**config.mk**
```make
export PLATFORM = sky130hd
export DESIGN_NAME = multi_stack_shared_store
export DESIGN_NICKNAME = d
export VERILOG_FILES = /design/src/design/mss_pkg.sv /design/src/design/multi_stack_shared_store.sv /design/src/design/mss_slot_ram.sv /design/src/design/mss_out_reg.sv
export SDC_FILE = /design/constraint.sdc
export NUM_CORES = 2
export LEC_CHECK = 0
export BUFFER_PORTS_ARGS = -buffer_cell sky130_fd_sc_hd__buf_2
export CORE_ASPECT_RATIO = 1.4
export CORE_MARGIN = 2
export CORE_UTILIZATION = 67
export CTS_CLUSTER_SIZE = 12
export DETAILED_ROUTE_END_ITERATION = 16
export GPL_ROUTABILITY_DRIVEN = 0
export PLACE_DENSITY_LB_ADDON = 0.05
export SYNTH_ARGS = -nofsm -noshare
export SYNTH_HDL_FRONTEND = slang
export SYNTH_HIERARCHICAL = 1
export SYNTH_SLANG_ARGS = --single-unit
```
**constraint.sdc**
```tcl
create_clock -name clk -period 10.27 [get_ports clk]
set_input_delay 1.5405 -clock clk [delete_from_list [all_inputs] [get_ports clk]]
set_output_delay 1.5405 -clock clk [all_outputs]
set_load 0.005 [all_outputs]
```
**src/design/mss_pkg.sv**
```systemverilog
// Package for the shared-store multi-stack block: request and status codes,
// field widths and the result record passed to the output register.
// No dependencies.
`default_nettype none

package mss_pkg;

	localparam int unsigned ValueW   = 32;
	localparam int unsigned StackIdW = 2;
	localparam int unsigned NumIds   = 1 << StackIdW;

	// Request kinds carried in s_tuser.
	localparam logic ReqPush = 1'b0;
	localparam logic ReqPop  = 1'b1;

	typedef enum logic [1:0] {
		STAT_DONE  = 2'd0,
		STAT_FULL  = 2'd1,
		STAT_EMPTY = 2'd2
	} status_t;

	typedef enum logic {
		S_IDLE,
		S_EXEC
	} state_t;

	typedef struct packed {
		logic              now_empty;
		logic [ValueW-1:0] top_value;
		logic [ValueW-1:0] popped_value;
		status_t           status;
	} result_t;

endpackage

`default_nettype wire

```
**src/design/multi_stack_shared_store.sv**
```systemverilog
// Top level: several LIFO stacks sharing one slot store through linked slots
// and a free list. Depends on mss_pkg, mss_slot_ram and mss_out_reg.
//
//  channel  dir  handshake          payload (lowest bit first)
//  s_*      in   s_tvalid/s_tready  tuser: req_type; tdata: stack_id, push_value
//  m_*      out  m_tvalid/m_tready  tdata: status, popped_value, top_value, now_empty
//
// Each request is handled in S_IDLE, where the accept issues one read of the link
// and data memories, and then in S_EXEC, which applies the read-modify-write and
// loads the result into the output register. That memory read latency sets the rate.
// S_EXEC waits while the output register is still full and not taken.
// Reset clears the stack tops, the free-list head and the link fill count; the
// link memory itself needs no clearing pass, links past the fill count read as
// the next slot.
`default_nettype none

module multi_stack_shared_store #(
	parameter int unsigned NUM_STACKS = 4,
	parameter int unsigned NUM_SLOTS  = 64
) (
	input  wire logic        clk,
	input  wire logic        arst_n,
	input  wire logic        s_tvalid,
	output logic             s_tready,
	input  wire logic [39:0] s_tdata,   // stack_id[1:0], push_value[33:2], zero pad
	input  wire logic [0:0]  s_tuser,   // req_type[0]
	output logic             m_tvalid,
	input  wire logic        m_tready,
	output logic      [71:0] m_tdata    // status[1:0], popped_value[33:2],
	                                    // top_value[65:34], now_empty[66], zero pad
);

	localparam int unsigned AddrW = $clog2(NUM_SLOTS);
	localparam int unsigned PtrW  = AddrW + 1;
	localparam int unsigned ValW  = mss_pkg::ValueW;
	localparam int unsigned IdW   = mss_pkg::StackIdW;
	localparam logic [PtrW-1:0] Nil  = PtrW'(NUM_SLOTS);
	localparam logic [PtrW-1:0] Last = PtrW'(NUM_SLOTS - 1);

	// Unpack the input transfer.
	logic            in_req;
	logic [IdW-1:0]  in_sid;
	logic [ValW-1:0] in_val;

	assign in_req = s_tuser[0];
	assign in_sid = s_tdata[IdW-1:0];
	assign in_val = s_tdata[IdW+ValW-1:IdW];

	mss_pkg::state_t state_q, state_d;

	// Per-stack top pointer and cached top value; the data memory holds, for
	// each slot, the value of the element beneath it.
	logic [PtrW-1:0] top_q    [mss_pkg::NumIds];
	logic [ValW-1:0] topval_q [mss_pkg::NumIds];
	logic [PtrW-1:0] free_head_q;
	logic [PtrW-1:0] fill_q;    // links at or above this slot were never written

	// Request latched at accept.
	logic            req_s1;
	logic [IdW-1:0]  sid_s1;
	logic [ValW-1:0] val_s1;
	logic            known_s1;
	logic            err_s1;
	logic [PtrW-1:0] idx_s1;
	logic [PtrW-1:0] cur_top_s1;
	logic [ValW-1:0] cur_val_s1;

	logic            accept;
	logic            commit;
	logic            out_free;
	logic            in_known;
	logic [PtrW-1:0] in_top;
	logic [PtrW-1:0] in_idx;
	logic            in_err;

	logic [PtrW-1:0] link_rd;
	logic [ValW-1:0] data_rd;
	logic [PtrW-1:0] link_eff;
	logic            link_we;
	logic [PtrW-1:0] link_wdata;
	logic            data_we;

	mss_pkg::result_t res_d;
	mss_pkg::result_t res_q;

	assign accept   = s_tvalid && s_tready;
	assign in_known = 32'(in_sid) < 32'(NUM_STACKS);
	assign in_top   = top_q[in_sid];
	assign in_idx   = (in_req == mss_pkg::ReqPop) ? in_top : free_head_q;

	always_comb begin
		if (in_req == mss_pkg::ReqPop) begin
			in_err = !in_known || (in_top == Nil);
		end else begin
			in_err = !in_known || (free_head_q == Nil);
		end
	end

	// Next state.
	always_comb begin
		state_d = state_q;
		unique case (state_q)
			mss_pkg::S_IDLE: begin
				if (s_tvalid) begin
					state_d = mss_pkg::S_EXEC;
				end
			end
			mss_pkg::S_EXEC: begin
				if (out_free) begin
					state_d = mss_pkg::S_IDLE;
				end
			end
			default: state_d = mss_pkg::S_IDLE;
		endcase
	end

	// State outputs.
	always_comb begin
		s_tready = 1'b0;
		commit   = 1'b0;
		unique case (state_q)
			mss_pkg::S_IDLE: s_tready = 1'b1;
			mss_pkg::S_EXEC: commit   = out_free;
			default: begin
				s_tready = 1'b0;
				commit   = 1'b0;
			end
		endcase
	end

	always_ff @(posedge clk or negedge arst_n) begin
		if (!arst_n) begin
			state_q <= mss_pkg::S_IDLE;
		end else begin
			state_q <= state_d;
		end
	end

	// Capture the request and the addressed stack's state at accept.
	always_ff @(posedge clk) begin
		if (accept) begin
			req_s1     <= in_req;
			sid_s1     <= in_sid;
			val_s1     <= in_val;
			known_s1   <= in_known;
			err_s1     <= in_err;
			idx_s1     <= in_idx;
			cur_top_s1 <= in_top;
			cur_val_s1 <= topval_q[in_sid];
		end
	end

	// A never-written link reads as the next slot, the last slot as null.
	always_comb begin
		if (idx_s1 >= fill_q) begin
			link_eff = (idx_s1 == Last) ? Nil : idx_s1 + PtrW'(1);
		end else begin
			link_eff = link_rd;
		end
	end

	// Write back: push links the free head on top, pop returns the top slot.
	assign link_we    = commit && !err_s1;
	assign data_we    = commit && !err_s1 && (req_s1 == mss_pkg::ReqPush);
	assign link_wdata = (req_s1 == mss_pkg::ReqPush) ? cur_top_s1 : free_head_q;

	mss_slot_ram #(
		.DEPTH(NUM_SLOTS),
		.WIDTH(PtrW)
	) u_link_ram (
		.clk  (clk),
		.we   (link_we),
		.waddr(idx_s1[AddrW-1:0]),
		.wdata(link_wdata),
		.re   (accept),
		.raddr(in_idx[AddrW-1:0]),
		.rdata(link_rd)
	);

	mss_slot_ram #(
		.DEPTH(NUM_SLOTS),
		.WIDTH(ValW)
	) u_data_ram (
		.clk  (clk),
		.we   (data_we),
		.waddr(idx_s1[AddrW-1:0]),
		.wdata(cur_val_s1),
		.re   (accept),
		.raddr(in_idx[AddrW-1:0]),
		.rdata(data_rd)
	);

	always_ff @(posedge clk or negedge arst_n) begin
		if (!arst_n) begin
			for (int i = 0; i < int'(mss_pkg::NumIds); i++) begin
				top_q[i] <= Nil;
			end
			free_head_q <= '0;
			fill_q      <= '0;
		end else if (commit && !err_s1) begin
			if (req_s1 == mss_pkg::ReqPush) begin
				top_q[sid_s1] <= idx_s1;
				free_head_q   <= link_eff;
				if (idx_s1 >= fill_q) begin
					fill_q <= idx_s1 + PtrW'(1);
				end
			end else begin
				top_q[sid_s1] <= link_eff;
				free_head_q   <= idx_s1;
			end
		end
	end

	always_ff @(posedge clk) begin
		if (commit && !err_s1) begin
			topval_q[sid_s1] <= (req_s1 == mss_pkg::ReqPush) ? val_s1 : data_rd;
		end
	end

	// Build the result for the output register.
	always_comb begin
		res_d = '0;
		priority if (err_s1 && (req_s1 == mss_pkg::ReqPush)) begin
			res_d.status    = mss_pkg::STAT_FULL;
			res_d.now_empty = !known_s1 || (cur_top_s1 == Nil);
			res_d.top_value = res_d.now_empty ? '0 : cur_val_s1;
		end else if (err_s1) begin
			res_d.status    = mss_pkg::STAT_EMPTY;
			res_d.now_empty = 1'b1;
		end else if (req_s1 == mss_pkg::ReqPush) begin
			res_d.status    = mss_pkg::STAT_DONE;
			res_d.top_value = val_s1;
			res_d.now_empty = 1'b0;
		end else begin
			res_d.status       = mss_pkg::STAT_DONE;
			res_d.popped_value = cur_val_s1;
			res_d.now_empty    = (link_eff == Nil);
			res_d.top_value    = res_d.now_empty ? '0 : data_rd;
		end
	end

	mss_out_reg u_out_reg (
		.clk      (clk),
		.arst_n   (arst_n),
		.load     (commit),
		.res_in   (res_d),
		.free     (out_free),
		.out_valid(m_tvalid),
		.out_ready(m_tready),
		.res_out  (res_q)
	);

	assign m_tdata = {5'b0, res_q.now_empty, res_q.top_value, res_q.popped_value,
		res_q.status};

endmodule

`default_nettype wire

```
**src/design/mss_slot_ram.sv**
```systemverilog
// Simple dual-port slot memory: one write port, one read port, registered read.
// Used for the slot data and slot link stores. No dependencies.
`default_nettype none

module mss_slot_ram #(
	parameter int unsigned DEPTH = 64,
	parameter int unsigned WIDTH = 32
) (
	input  wire logic                     clk,
	input  wire logic                     we,
	input  wire logic [$clog2(DEPTH)-1:0] waddr,
	input  wire logic [WIDTH-1:0]         wdata,
	input  wire logic                     re,
	input  wire logic [$clog2(DEPTH)-1:0] raddr,
	output logic      [WIDTH-1:0]         rdata
);

	logic [WIDTH-1:0] mem [DEPTH];

	always_ff @(posedge clk) begin
		if (we) begin
			mem[waddr] <= wdata;
		end
	end

	// Hold read data until the next read is issued.
	always_ff @(posedge clk) begin
		if (re) begin
			rdata <= mem[raddr];
		end
	end

endmodule

`default_nettype wire

```
**src/design/mss_out_reg.sv**
```systemverilog
// Output register for result transfers: holds one result until the sink takes it.
// Depends on mss_pkg for the result record.
`default_nettype none

module mss_out_reg (
	input  wire logic            clk,
	input  wire logic            arst_n,
	input  wire logic            load,
	input  wire mss_pkg::result_t res_in,
	output logic                 free,
	output logic                 out_valid,
	input  wire logic            out_ready,
	output mss_pkg::result_t     res_out
);

	logic            valid_q;
	mss_pkg::result_t res_q;

	assign free      = !valid_q || out_ready;
	assign out_valid = valid_q;
	assign res_out   = res_q;

	always_ff @(posedge clk or negedge arst_n) begin
		if (!arst_n) begin
			valid_q <= 1'b0;
		end else if (load) begin
			valid_q <= 1'b1;
		end else if (out_ready) begin
			valid_q <= 1'b0;
		end
	end

	always_ff @(posedge clk) begin
		if (load) begin
			res_q <= res_in;
		end
	end

endmodule

`default_nettype wire

```
# --- Yosys cells after proc, flatten, opt, wreduce, memory -nomap -nowiden ---
# Memories as Yosys holds them, arrays and structs flattened. A register that Yosys moved wholly into a read port is not among the register bits.
# Index checks and enable logic that the tools add are counted.
word_totals:
  regBits: 161
  ram_bits: 2624
  input_bits: 45
  memories: 3
mem_list:
  columns: ["name", "words", "width", "read_ports", "rd_clocked_by_memory_dff", "wr", "line", "rtl"]
  rows:
  - ["u_data_ram.mem", 64, 32, 1, 1, 1, "mss_slot_ram.sv:18", "logic [WIDTH-1:0] mem [DEPTH];"]
  - ["u_link_ram.mem", 64, 7, 1, 1, 1, "mss_slot_ram.sv:18", null]
  - ["topval_q", 4, 32, 1, 1, 1, "multi_stack_shared_store.sv:54", "logic [ValW-1:0] topval_q [mss_pkg::NumIds];"]
classes:
  add_sub_neg: 1
  order_cmp: 4
  eq_ne: 5
  muxes: 34
  n_bitwise: 4
  n_reduce_logical: 11
op_table:
  columns: ["operator", "count"]
  rows:
  - ["2-to-1 mux 32 bit", 4]
  - ["2-to-1 mux 33 bit", 2]
  - ["2-to-1 mux 64 bit", 1]
  - ["bitwise mux 28 bit", 2]
  - ["2-to-1 mux 7 bit", 8]
  - ["== test 7 bit (second input constant)", 4]
  - ["2-to-1 mux 28 bit", 1]
  - ["binary-select mux 7 bit (select 2 bit)", 1]
  - ["demux 7 bit (select 2 bit)", 1]
  - ["2-to-1 mux 1 bit", 12]
  - ["adder 7 x 1 -> 7 bit (second input constant)", 1]
  - ["== test 7 x 6 -> 1 bit (second input constant)", 1]
  - [">= comparator 7 bit", 1]
  - [">= comparator 3 bit (second input constant)", 2]
  - ["inverter 2 -> 3 bit", 2]
  - ["logical AND 1 bit", 5]
  - ["< comparator 3 x 1 -> 1 bit (second input constant)", 1]
  - ["AND reduction 3 bit", 1]
  - ["OR reduction 3 bit", 1]
  - ["zero test 1 bit", 2]
  - ["2-to-1 mux 2 bit", 1]
  - ["inverter 1 bit", 2]
  - ["case mux 1 bit (2 select lines)", 1]
  - ["nonzero test 2 bit", 1]
  - ["logical OR 1 bit", 1]

# --- Depth between registers and ports, before layout ---
depth:
  ltp_word: 8
  ltp_mapped: 13
  ltp_nobuf: 8

# --- By module ---
# Netlist, hierarchy kept.
by_module_without_submodules:
  columns: ["module", "instances", "cells_per_inst", "area_per_inst_um2", "seq_area_each_um2"]
  rows:
  - ["mss_slot_ram (u_data_ram)", 1, 3324, 78835.6, 62459.9]
  - ["mss_slot_ram (u_link_ram)", 1, 827, 17705.7, 13663.1]
  - ["multi_stack_shared_store", 1, 723, 11044.3, 7387.1]
  - ["mss_out_reg", 1, 70, 2059.5, 2037.0]

# --- Worst setup path after synthesis ---
# No wires, ideal clock.
synth_timing:
  path_kind: "input to register"
  startpoint: "input s_tvalid"
  endpoint: "register state_q"
  arrival_ps: 7329
  t_required_ps: 10162
  slack_ps: 2833
  stages: 2
  n_path_buf: 0
  path_cell_list: "nor2b_1 > o21bai_1"
synth_via:
  elab_chain_cells: 2
synth_lines:
  columns: ["item", "line", "rtl"]
  rows:
  - ["start, declared", "multi_stack_shared_store.sv:23", "input wire logic s_tvalid,"]
  - ["2-to-1 mux 1 bit", "multi_stack_shared_store.sv:104", "if (s_tvalid) begin"]
  - ["case mux 1 bit (2 select lines)", "multi_stack_shared_store.sv:102", "unique case (state_q)"]
  - ["named net state_d", "multi_stack_shared_store.sv:49", "mss_pkg::state_t state_q, state_d;"]
  - ["end signal, assigned", "multi_stack_shared_store.sv:133", "state_q <= mss_pkg::S_IDLE;"]
  - ["end signal, assigned", "multi_stack_shared_store.sv:135", "state_q <= state_d;"]
  - ["end, declared", "multi_stack_shared_store.sv:49", null]
# The timed path passes the listed nets, and every way through them passes these cells.
# A chain may end at the register's enable or synchronous reset.

# --- Worst setup path in the final report ---
layout_timing:
  startpoint: "input s_tdata[0]"
  endpoint: "register u_data_ram.rdata[17], read port of u_data_ram.mem, data pin"
layout_via:
  elab_chain_cells: 5
layout_lines:
  columns: ["item", "line", "rtl"]
  rows:
  - ["start, declared", "multi_stack_shared_store.sv:25", "input wire logic [39:0] s_tdata,"]
  - ["inverter 2 -> 3 bit (not written as such)", "multi_stack_shared_store.sv:88", "assign in_top = top_q[in_sid];"]
  - ["binary-select mux 7 bit (select 2 bit)", "multi_stack_shared_store.sv:88", null]
  - ["2-to-1 mux 7 bit (not written as such) (2 in a row)", "multi_stack_shared_store.sv:88", null]
  - ["named net in_top[0]", "multi_stack_shared_store.sv:72", "logic [PtrW-1:0] in_top;"]
  - ["2-to-1 mux 7 bit", "multi_stack_shared_store.sv:89", "assign in_idx = (in_req == mss_pkg::ReqPop) ? in_top : free_head_q;"]
  - ["named net in_idx[0]", "multi_stack_shared_store.sv:73", "logic [PtrW-1:0] in_idx;"]
  - ["end, declared", "mss_slot_ram.sv:15", "output logic [WIDTH-1:0] rdata"]
# The timed path passes the listed nets, and every way through them passes these cells. The select of a mux whose other input is x is not followed.

==> run metrics <==
area of the mapped netlist 109600 um2; YS warnings 6; fin nets 5296; synth unique cells 71; first drt pass iteration count 8; Routed Antenna Nets 0; slew margin rel. 0.1683; Worst-Skew Late Latency just over 900 ps; IO Port Bufs around 110; row count ~180; Seq/Total Area, Yosys 0.7802; Post-synth EDFFs 2812; Synth area leaders edfxtp_1, mux4_2, mux2i_1, dfrtp_1, nor2_1; Min-Delay Startpoint fill_q[2]$_DFFE_PN0P_; critical-path cell list buf_2, buf_4, mux4_2, mux2_8, buf_12, mux4_2, mux2i_1, nor2_1, o32ai_1, nor3_1; postcts setup bufs 0; hold_buf cts 0; H-tree levels 5; total gr overflow 0; worst reg2reg path startpoint err_s1$_DFFE_PP_; clock sinks 2856; IO Count 119; Setup WS post-layout 4413 ps; Hold Path Stages 2; hold endpoint fill_q[2]$_DFFE_PN0P_; syn_area_per_cell roughly 22 um2; cell leakage power 0.03802 uW; placed cell count 7074; antenna violations before repair 8; Max Clk Rate 170.7 MHz; share of cells above drive strength 1 0.2671; VDD IR max 0.0003085 V; #FFs+latches synth between 2000 and 3000; Crit. End Element flip-flop; vias per cell 7.123; Iter 0 DRT Violations 6669; setup TNS 0 ps; Synth area leader edfxtp_1; Post-synth top cells edfxtp_1, mux4_2, nor2_1; DR WL/cell 36.62 um; Pwr Density roughly 270 nW/um2; period utilisation layout 0.5703; post-DP HPWL 152900 um; Initial Utilization 0.6749; Worst Path Required roughly 11000 ps; Die Width between 300 and 400 um; most frequent cell after synthesis edfxtp_1; number of CTS-inserted buffers 291; Cell Count, Final, Fillers Out between 7000 and 8000; Total GRT Usage 0.3329; Remaining DRCs 0; startpoint types primary input; Reg clk slew, reported paths 60 ps; CTS tree built; status finished, final reports clean; flop-to-flop setup slack 5110 ps; Die ar. around 170000 um2; root buffer cell clkbuf_16; via count 53013; number of global-route vias before repair 54487; Top cell by count, worst path mux4_2; Slew Viols, Final 0; Hold Worst Slack 489.0 ps; Async S/R FF share, synth 0.01541; Clock Skew approximately 37 ps; max-cap violations 0; Hold Crit Class reg -> reg; Max clock buf depth 4; Core Area 162500 um2; final setup fails 0; RSZ-0062 raised after global routing false; CP max stage delay ~770 ps; final wirelength 272500 um; Final min period 5857 ps; CP max FO 67; Placement Setup Slack roughly 3400 ps; top-area cell type share of the netlist area 0.7701; Die H ~480 um; r2r worst-path depth 7; first-pass GRT wire length 385700 um; CP Class in -> reg; largest net degree at the start of global routing 113; Fin. Hold Viols 0; Syn Inst Count 4944; reg2reg end u_data_ram/mem[22][28]$_DFFE_PP_; Arrival @ worst endpoint 6410 ps; Least-Margin Pin Slew 1246 ps; Area Overhead vs Synth 10.54%; CP max stage cell o32ai_1; prevailing post-synth register cell edfxtp_1; Resized Gates After CTS 0; Power, Total 32270 uW
==> worst max path at each step <==
stage	from	end	slack [ps]	cells after the start
4_1_cts	s_tdata[0]	u_data_ram/rdata[17]$_DFFE_PP_	4340	10
6_report	s_tdata[0]	u_data_ram/rdata[17]$_DFFE_PP_	4410	10
3_5_place_dp	s_tdata[0]	u_data_ram/rdata[17]$_DFFE_PP_	3360	10
5_1_grt	s_tdata[0]	u_data_ram/rdata[12]$_DFFE_PP_	3980	10
3_3_place_gp	s_tdata[0]	u_data_ram/rdata[20]$_DFFE_PP_	3320	10
2_1_floorplan	s_tvalid	state_q$_DFF_PN0_	2830	2
==> per-layer routing <==
layer  global-route usage  part of all wire  wire length [um]
met5                    0                 0                 0
met4               0.2090             0.073             19840
met3              0.05107             0.082             22220
met2               0.5614              0.51            139700
met1               0.4124              0.33             90730
==> worst max-delay path, delay by kind of cell <==
family | cells | cell delay, ps
muxes | 4 | 2090
and+or+nand+nor | 2 | 410
buffers and inverters | 3 | 1480
AOI/OAI and AO/OA | 1 | 770
==> through the flow <==
step                      area (um2)    util
after floorplan               109700       -
after global placement        113400  0.6980
after detailed placement      113400  0.6980
after CTS                     121200  0.7458
after global routing          121200  0.7458
final                         121200  0.7460
==> sequential cells by signal, summed over array words and instances, names as in the netlist <==
signal               count
free_head_q              7
err_s1                   1
sid_s1                   2
state_q                  1
u_data_ram/rdata        32
val_s1                  32
cur_val_s1              32
idx_s1                   7
u_out_reg/res_out       67
u_data_ram/mem        2048
req_s1                   1
fill_q                   7
u_out_reg/out_valid      1
cur_top_s1               7
top_q                   28
topval_q               128
u_link_ram/rdata         7
u_link_ram/mem         448
==> area by class of cell <==
cell class	count	area [um2]
diodes	12	30.03
fillers	8813	41260
clock buffers	347	7672
flip-flops and latches	2856	85550
well taps	2124	2658
clock inverters	9	96.34
inverters	50	187.7
repair buffers	278	1932
multi-input cells	1766	23080
==> cells by family (layout without fill, tap and decap cells) <==
group,Yosys count,in the layout,share of synthesized area
xor gates and xnor gates,5,5,0.0003995
AOI/OAI and AO/OA,410,410,0.02493
and+or+nand+nor,482,482,0.02096
DFF,2856,2856,0.7802
adders and majority gates,8,8,0.0009129
buffers and inverters,326,684,0.01456
other,1,17,0.00003420
muxes,856,856,0.1580
==> where the power goes <==
| group | switching, uW | internal, uW | leakage [uW] | total [uW] |
|---|---|---|---|---|
| clock | 3960 | 5220 | 0.00379 | 9170 |
| sequential | 231 | 13600 | 0.0259 | 13800 |
| combinational | 5660 | 3630 | 0.00829 | 9290 |
==> cell usage in the layout, fill, tap and decap left out, types with 9 or more instances in the layout <==
master,count
nand2b_1,19
and2_1,35
a22oi_1,56
o22ai_1,96
o221ai_1,36
buf_2,107
a21oi_1,79
o21ai_0,47
nor2_1,159
mux4_2,695
clkbuf_1,47
nor2b_1,22
dfrtp_1,40
mux2i_1,115
buf_12,9
diode_2,12
o31ai_1,43
nand3_1,17
nor3_1,16
nand3b_1,9
mux2_2,42
nand2_1,82
and3_1,9
edfxtp_1,2812
nor2_4,63
buf_4,162
inv_1,48
clkbuf_16,299
No activity file was read; power rests on OpenSTA's default activity.
